<file path="config.mk">
export PLATFORM = sky130hd
export DESIGN_NAME = sab_div
export DESIGN_NICKNAME = d
export VERILOG_FILES = /design/src/assert_macros.svh /design/src/sab_pkg.sv /design/src/sab_div.sv
export SDC_FILE = /design/constraint.sdc
export NUM_CORES = 2
export LEC_CHECK = 0
export BUFFER_PORTS_ARGS = -buffer_cell sky130_fd_sc_hd__buf_2
export CELL_PAD_IN_SITES_DETAIL_PLACEMENT = 1
export CELL_PAD_IN_SITES_GLOBAL_PLACEMENT = 2
export CORE_AREA = 2 2 474 241
export DETAILED_ROUTE_END_ITERATION = 10
export DIE_AREA = 0 0 476 243
export PLACE_DENSITY = 0.95
export SLEW_MARGIN = 30
export SYNTH_ARGS = -nofsm -noshare
export SYNTH_HDL_FRONTEND = slang
export SYNTH_SLANG_ARGS = --single-unit
</file>
<file path="constraint.sdc">
create_clock -name clk_i -period 13.49 [get_ports clk_i]
set_input_delay 0.6745 -clock clk_i [delete_from_list [all_inputs] [get_ports clk_i]]
set_output_delay 0.6745 -clock clk_i [all_outputs]
set_load 0.01 [all_outputs]
</file>
<file path="src/assert_macros.svh">
// Assertion macros used by the top RTL file of the strided array address block.
// Needs clk_i and rst_ni in the scope of each use.
`ifndef ASSERT_MACROS_SVH
`define ASSERT_MACROS_SVH

// Check a consequent in the same cycle as its antecedent
`define SAB_ASSERT_NOW(lbl, ante, cons) \
  lbl: assert property (@(posedge clk_i) disable iff (!rst_ni) (ante) |-> (cons)) \
    else $error("sab assertion failed");

// Check a consequent in the cycle after its antecedent
`define SAB_ASSERT_NEXT(lbl, ante, cons) \
  lbl: assert property (@(posedge clk_i) disable iff (!rst_ni) (ante) |=> (cons)) \
    else $error("sab assertion failed");

`endif

</file>
<file path="src/sab_pkg.sv">
// Shared types and constants of the strided array address block.
// No dependencies; every other file but the assertion macros uses it.
package sab_pkg;

  localparam int unsigned MAX_DIMS  = 3;
  localparam int unsigned RANK_W    = 4;
  localparam int unsigned EB_W      = 16;
  localparam int unsigned EXT_W     = 16;
  localparam int unsigned STR_W     = 24;
  localparam int unsigned CFG_W     = 24;
  localparam int unsigned REG_IDX_W = 3;
  localparam int unsigned OFF_W     = 47;
  localparam int unsigned DISP_W    = 62;
  localparam int unsigned WGT_W     = STR_W + EB_W;   // stride times element length
  localparam int unsigned PROD_W    = WGT_W + EXT_W;  // coordinate times weight
  localparam int unsigned CNT_W     = 31;             // element count below 2^31
  localparam int unsigned P01_W     = 2 * EXT_W;
  localparam int unsigned P012_W    = 3 * EXT_W;

  localparam logic [P012_W-1:0] CNT_MAX = P012_W'(32'h7FFF_FFFF);

  // Pipelined divider: quotient of CNT_W bits, 2 bits per stage
  localparam int unsigned IDX_W   = CNT_W;
  localparam int unsigned DIV_DW  = 16;
  localparam int unsigned DIV_BPS = 2;
  localparam int unsigned DIV_NS  = (IDX_W + DIV_BPS - 1) / DIV_BPS;
  localparam int unsigned DIV_NW  = DIV_NS * DIV_BPS;
  localparam int unsigned DIV_PAD = DIV_NW - IDX_W;

  typedef enum logic [1:0] {
    ST_OK       = 2'd0,
    ST_BAD_DESC = 2'd1,
    ST_RANGE    = 2'd2,
    ST_COUNT    = 2'd3
  } sab_status_e;

  typedef enum logic [REG_IDX_W-1:0] {
    REG_RANK    = 3'd0,
    REG_ELEM    = 3'd1,
    REG_EXT0    = 3'd2,
    REG_EXT1    = 3'd3,
    REG_EXT2    = 3'd4,
    REG_STR0    = 3'd5,
    REG_STR1    = 3'd6,
    REG_STR2    = 3'd7
  } sab_reg_e;

  typedef struct packed {
    logic [RANK_W-1:0] rank;
    logic [EB_W-1:0]   elem_bytes;
    logic [EXT_W-1:0]  ext0;
    logic [EXT_W-1:0]  ext1;
    logic [EXT_W-1:0]  ext2;
    logic [STR_W-1:0]  str0;
    logic [STR_W-1:0]  str1;
    logic [STR_W-1:0]  str2;
  } sab_cfg_t;

  // Values derived from the descriptor
  typedef struct packed {
    logic              valid;
    logic              contig;
    logic              count_ov;
    logic [CNT_W-1:0]  total;
    logic [OFF_W-1:0]  size_bytes;
    logic [EXT_W-1:0]  ext0;
    logic [EXT_W-1:0]  ext1;
    logic [WGT_W-1:0]  w0;
    logic [WGT_W-1:0]  w1;
    logic [WGT_W-1:0]  w2;
  } sab_desc_t;

  // Per item status carried after the range check
  typedef struct packed {
    sab_status_e       status;
    logic              zero;
    logic [EB_W-1:0]   byte_in_elem;
  } sab_fix_t;

  typedef struct packed {
    sab_fix_t          fix;
    logic [EXT_W-1:0]  c0;
  } sab_crd_t;

endpackage

</file>
<file path="src/sab_div.sv">
// Pipelined restoring divider: DIV_BPS quotient bits per register stage.
// Users hold the divisor static with items in flight; unchecked. Uses sab_pkg.
module sab_div #(
  parameter int unsigned SW = 1
) (
  input  logic                         clk_i,
  input  logic                         rst_ni,
  input  logic                         adv_i,
  input  logic                         vld_i,
  input  logic [sab_pkg::DIV_DW-1:0]   rem_i,
  input  logic [sab_pkg::IDX_W-1:0]    num_i,
  input  logic [sab_pkg::DIV_DW-1:0]   divisor_i,
  input  logic [SW-1:0]                side_i,
  output logic                         vld_o,
  output logic [sab_pkg::IDX_W-1:0]    quo_o,
  output logic [sab_pkg::DIV_DW-1:0]   rem_o,
  output logic [SW-1:0]                side_o
);
  import sab_pkg::*;

  logic [DIV_DW-1:0] r_in  [DIV_NS];
  logic [DIV_NW-1:0] n_in  [DIV_NS];
  logic [DIV_DW-1:0] rem_d [DIV_NS];
  logic [DIV_NW-1:0] num_d [DIV_NS];
  logic [DIV_DW-1:0] rem_q [DIV_NS];
  logic [DIV_NW-1:0] num_q [DIV_NS];
  logic [SW-1:0]     side_q [DIV_NS];
  logic [DIV_NS-1:0] vld_q;

  // Stage inputs: the first stage takes the new operands
  always_comb begin
    r_in[0] = rem_i >> DIV_PAD;
    n_in[0] = {rem_i[DIV_PAD-1:0], num_i};
    for (int s = 1; s < DIV_NS; s++) begin
      r_in[s] = rem_q[s-1];
      n_in[s] = num_q[s-1];
    end
  end

  // Shift-subtract steps of each stage; quotient bits shift in at the bottom
  always_comb begin
    logic [DIV_DW:0]   t;
    logic [DIV_DW-1:0] r;
    logic [DIV_NW-1:0] n;
    for (int s = 0; s < DIV_NS; s++) begin
      r = r_in[s];
      n = n_in[s];
      for (int b = 0; b < DIV_BPS; b++) begin
        t = {r, n[DIV_NW-1]};
        n = {n[DIV_NW-2:0], 1'b0};
        if (t >= {1'b0, divisor_i}) begin
          t    = t - {1'b0, divisor_i};
          n[0] = 1'b1;
        end
        r = t[DIV_DW-1:0];
      end
      rem_d[s] = r;
      num_d[s] = n;
    end
  end

  // Advance valid bits
  always_ff @(posedge clk_i or negedge rst_ni) begin
    if (!rst_ni) begin
      vld_q <= '0;
    end else if (adv_i) begin
      vld_q <= {vld_q[DIV_NS-2:0], vld_i};
    end
  end

  // Advance payload
  always_ff @(posedge clk_i) begin
    if (adv_i) begin
      side_q[0] <= side_i;
      for (int s = 0; s < DIV_NS; s++) begin
        rem_q[s] <= rem_d[s];
        num_q[s] <= num_d[s];
      end
      for (int s = 1; s < DIV_NS; s++) begin
        side_q[s] <= side_q[s-1];
      end
    end
  end

  assign vld_o  = vld_q[DIV_NS-1];
  assign quo_o  = num_q[DIV_NS-1][IDX_W-1:0];
  assign rem_o  = rem_q[DIV_NS-1];
  assign side_o = side_q[DIV_NS-1];

endmodule

</file>
==> metrics.txt <==
# TYPE chip_impl_metric gauge
chip_impl_metric{name="dpl.hpwl",unit="mm"} 107
chip_impl_metric{name="synth_compound_area_share",unit="%"} 15.2
chip_impl_metric{name="synthSimpleGateAreaFrac",unit="%"} 9.69
chip_impl_metric{name="synth_mux_area_share",unit="%"} 7.79
chip_impl_info{name="rsz_0062_raised_after_global_routing",value="no"} 1
chip_impl_metric{name="final_period_minus_worst_setup_slack",unit="ns"} 7.13
chip_impl_metric{name="grt_pass1_wl",unit="mm"} 227
chip_impl_info{name="worstSetupStartpoint",value="divisor_i[9]"} 1
chip_impl_metric{name="netlist-cell-type-count",unit=""} 98
chip_impl_metric{name="wl_per_cell",unit="µm"} 22.8
chip_impl_metric{name="grt_max_degree",unit=""} 191
chip_impl_info{name="startpoint_type",value="primary input"} 1
chip_impl_metric{name="synth-warning-count",unit=""} 0
chip_impl_metric{name="rows",unit=""} 87
chip_impl_info{name="layout.cells.most_common_list",value="sky130_fd_sc_hd__edfxtp_1, sky130_fd_sc_hd__ha_1, sky130_fd_sc_hd__a21oi_1"} 1
chip_impl_metric{name="io_buffer_count",unit=""} 116
chip_impl_info{name="setup.worst_path.end_class",value="flop"} 1
chip_impl_metric{name="required",unit="ns"} 13.92
chip_impl_metric{name="synth.net_count",unit=""} 5245
chip_impl_metric{name="die_w",unit="µm"} 476
chip_impl_metric{name="globalRoute.totalOverflow",unit=""} 0
chip_impl_metric{name="synth_seq_cells",unit=""} 784
chip_impl_metric{name="area_used_by_multi_input_combinational_logic",unit="mm²"} 0.0276
chip_impl_metric{name="dieArea",unit="mm²"} 0.116
chip_impl_info{name="r2r-start",value="rem_q[0][16]"} 1
chip_impl_metric{name="grt_util_all_layers",unit="%"} 25.0
chip_impl_metric{name="final_core_util",unit="%"} 51.5
chip_impl_metric{name="die_y",unit="µm"} 243
chip_impl_metric{name="drc_violations_left",unit=""} 0
chip_impl_metric{name="cts-htree-levels",unit=""} 3
chip_impl_metric{name="starting_utilization_of_the_core_area",unit="%"} 46.7
chip_impl_metric{name="timing.critical_path.fanout_max",unit=""} 24
chip_impl_info{name="ctsRootBufferMaster",value="sky130_fd_sc_hd__clkbuf_16"} 1
chip_impl_metric{name="n_fill_cell",unit=""} 11850
chip_impl_info{name="worst_hold_startpoint",value="num_i[8]"} 1
chip_impl_metric{name="drt_via_density",unit=""} 5.98
chip_impl_metric{name="final-max-slew-violation-count",unit=""} 0
chip_impl_metric{name="vias",unit=""} 38249
chip_impl_metric{name="cts_buffers",unit=""} 77
chip_impl_metric{name="layout-area-overhead-vs-synth",unit="%"} 10.2
chip_impl_metric{name="cts.reportedPaths.clkPinSlew",unit="ns"} 0.06
chip_impl_metric{name="synth_enable_flop_cells",unit=""} 768
chip_impl_metric{name="final.period_utilization",unit="%"} 52.9
chip_impl_metric{name="synth-seq-area-share",unit="%"} 45.0
chip_impl_metric{name="max_slew.worst_pin.slew",unit="ns"} 1.01
chip_impl_metric{name="maxCapViolations",unit=""} 0
chip_impl_metric{name="drtIter0Drc",unit=""} 3390
chip_impl_metric{name="setup_slack",unit="ns"} 6.36
chip_impl_metric{name="synth.cell_area",unit="mm²"} 0.0521
chip_impl_info{name="cts_tree",value="done"} 1
chip_impl_metric{name="nets",unit=""} 5431
chip_impl_info{name="layout_commonest_cell",value="sky130_fd_sc_hd__edfxtp_1"} 1
chip_impl_metric{name="clk_path_buf_depth",unit=""} 3
chip_impl_metric{name="xor_xnor_portion_of_the_synthesized_cell_area",unit="%"} 6.62
chip_impl_info{name="synth_top_family_by_area",value="compound AO/OA/AOI/OAI gates"} 1
chip_impl_metric{name="routabilityCongestion",unit=""} 0.878
chip_impl_metric{name="placement.setup.worst_slack",unit="ns"} 5.53
chip_impl_metric{name="tns",unit="ns"} 0
chip_impl_metric{name="avg_cell_area_syn",unit="µm²"} 11.2
chip_impl_metric{name="core_region_area",unit="mm²"} 0.112
chip_impl_metric{name="critPathArrivalTime",unit="ns"} 7.56
chip_impl_info{name="synth_flop_cell",value="sky130_fd_sc_hd__edfxtp_1"} 1
chip_impl_metric{name="grt_antenna_before_repair",unit=""} 2
chip_impl_info{name="setup.worst_path.class",value="primary input to flop"} 1
chip_impl_metric{name="layout-drive-gt1-share",unit="%"} 14.2
chip_impl_metric{name="finalClockSkew",unit="ns"} 0.0332
chip_impl_metric{name="first_global_vias",unit=""} 38081
chip_impl_metric{name="setup_viol",unit=""} 0
chip_impl_metric{name="synthAdderAreaFrac",unit="%"} 13.5
chip_impl_metric{name="finalHoldViolations",unit=""} 0
chip_impl_metric{name="cts_resized",unit=""} 0
chip_impl_metric{name="tritoncts_num_sinks",unit=""} 784
chip_impl_metric{name="max_freq",unit="MHz"} 140
chip_impl_metric{name="slew_headroom",unit="%"} 30.9
chip_impl_metric{name="drt_pass1_iterations",unit=""} 5
chip_impl_metric{name="async_flop_share",unit="%"} 2.04
chip_impl_info{name="outcome",value="finished, final reports clean"} 1
chip_impl_metric{name="register_area",unit="mm²"} 0.0235
chip_impl_metric{name="finalWirelength",unit="mm"} 146
chip_impl_metric{name="synthesis.instances",unit=""} 4633
chip_impl_metric{name="fin_hold_ws",unit="ns"} 0.153
chip_impl_metric{name="ios",unit=""} 117
chip_impl_metric{name="route.antenna.remaining_nets",unit=""} 0
chip_impl_metric{name="clk-insertion-delay-late",unit="ns"} 0.70
chip_impl_info{name="min_path_type",value="primary input to flop"} 1
==> timing repair <==
| item | 4_1_cts | 5_1_grt |
|---|---|---|
| hold buffers | 1 | 0 |
| endpoints found under the hold margin | 16 | 0 |
| setup buffers | 0 | 0 |
==> flip-flops by register name, summed over array words and instances (netlist names) <==
| name | count |
|---|---|
| vld_q | 16 |
| side_q | 16 |
| rem_q | 256 |
| num_q | 496 |
==> critical path, cell delays in order <==
cell,delay [ns]
sky130_fd_sc_hd__buf_2,0.11
sky130_fd_sc_hd__inv_2,0.05
sky130_fd_sc_hd__buf_4,0.41
sky130_fd_sc_hd__buf_4,0.46
sky130_fd_sc_hd__ha_1,0.30
sky130_fd_sc_hd__nand4_1,0.23
sky130_fd_sc_hd__or2_2,0.35
sky130_fd_sc_hd__a211oi_1,0.57
sky130_fd_sc_hd__nor3_1,0.19
sky130_fd_sc_hd__or2_2,0.43
sky130_fd_sc_hd__o21ai_0,0.78
sky130_fd_sc_hd__ha_1,0.35
sky130_fd_sc_hd__nor2b_1,0.17
sky130_fd_sc_hd__o21ai_0,0.12
sky130_fd_sc_hd__a21boi_0,0.51
sky130_fd_sc_hd__o31ai_1,0.16
sky130_fd_sc_hd__buf_4,0.19
sky130_fd_sc_hd__o311ai_0,0.33
sky130_fd_sc_hd__o211ai_1,0.20
sky130_fd_sc_hd__o211ai_1,0.20
sky130_fd_sc_hd__buf_4,0.35
sky130_fd_sc_hd__mux2_2,0.37
==> worst paths after layout <==
path | to | slack (ns) | cells after the start
max | rem_q[0][33] | 6.36 | 22
min | num_q[0][10] | 0.15 | 1
max reg2reg | rem_q[0][33] | 6.74 | 18
min reg2reg | num_q[0][252] | 0.40 | 0
max in group asynchronous | vld_q[4] | 12.79 | 2
min in group asynchronous | vld_q[9] | 0.44 | 2
==> area by class of cell <==
cell class,count,share of cell area [%]
antenna,2,0.00872
clock buffer,89,3.51
clock inverter,53,0.985
inverter,222,1.46
multi-input combinational,3565,48.1
sequential,784,40.9
tap,1513,3.30
timing repair buffer,169,1.82
==> cells by family after synthesis <==
kind of cell,count (synthesis)
AOI/OAI and AO/OA,1210
and+or+nand+nor,1056
DFF,784
adders and majority gates,544
xor gates and xnor gates,393
muxes,362
buffers and inverters,284
==> cell usage after synthesis, drive strengths merged, types with 119 or more instances <==
cell / number / area share [%]
a21o: 156 / 2.2
a21oi: 360 / 3.5
edfxtp: 768 / 44
ha: 512 / 12
inv: 220 / 1.6
mux2: 335 / 7.3
nand2: 247 / 1.8
nor2: 316 / 2.3
nor3: 119 / 1.2
o21ai: 246 / 2.4
xnor2: 264 / 4.4
xor2: 129 / 2.2
==> per-stage QoR <==
stage | std cells | cell area, µm²
2_1_floorplan | 4633 | 52100
3_3_place_gp | 6249 | 54700
3_5_place_dp | 6249 | 54700
4_1_cts | 6392 | 57300
5_1_grt | 6396 | 57400
6_report | 6397 | 57400
==> per-layer routing <==
layer / up-vias / wire [µm] / global-route usage, %
met3: 176 / 9850 / 4.11
met4: 0 / 2760 / 5.21
met5: - / 0 / 0
li1: 17996 / - / -
met2: 1127 / 58100 / 34.3
met1: 18950 / 75100 / 40.4
Power is left out: the tool's default activity adds up to more than one toggle a clock period on the data nets, which glitch-free logic cannot reach.
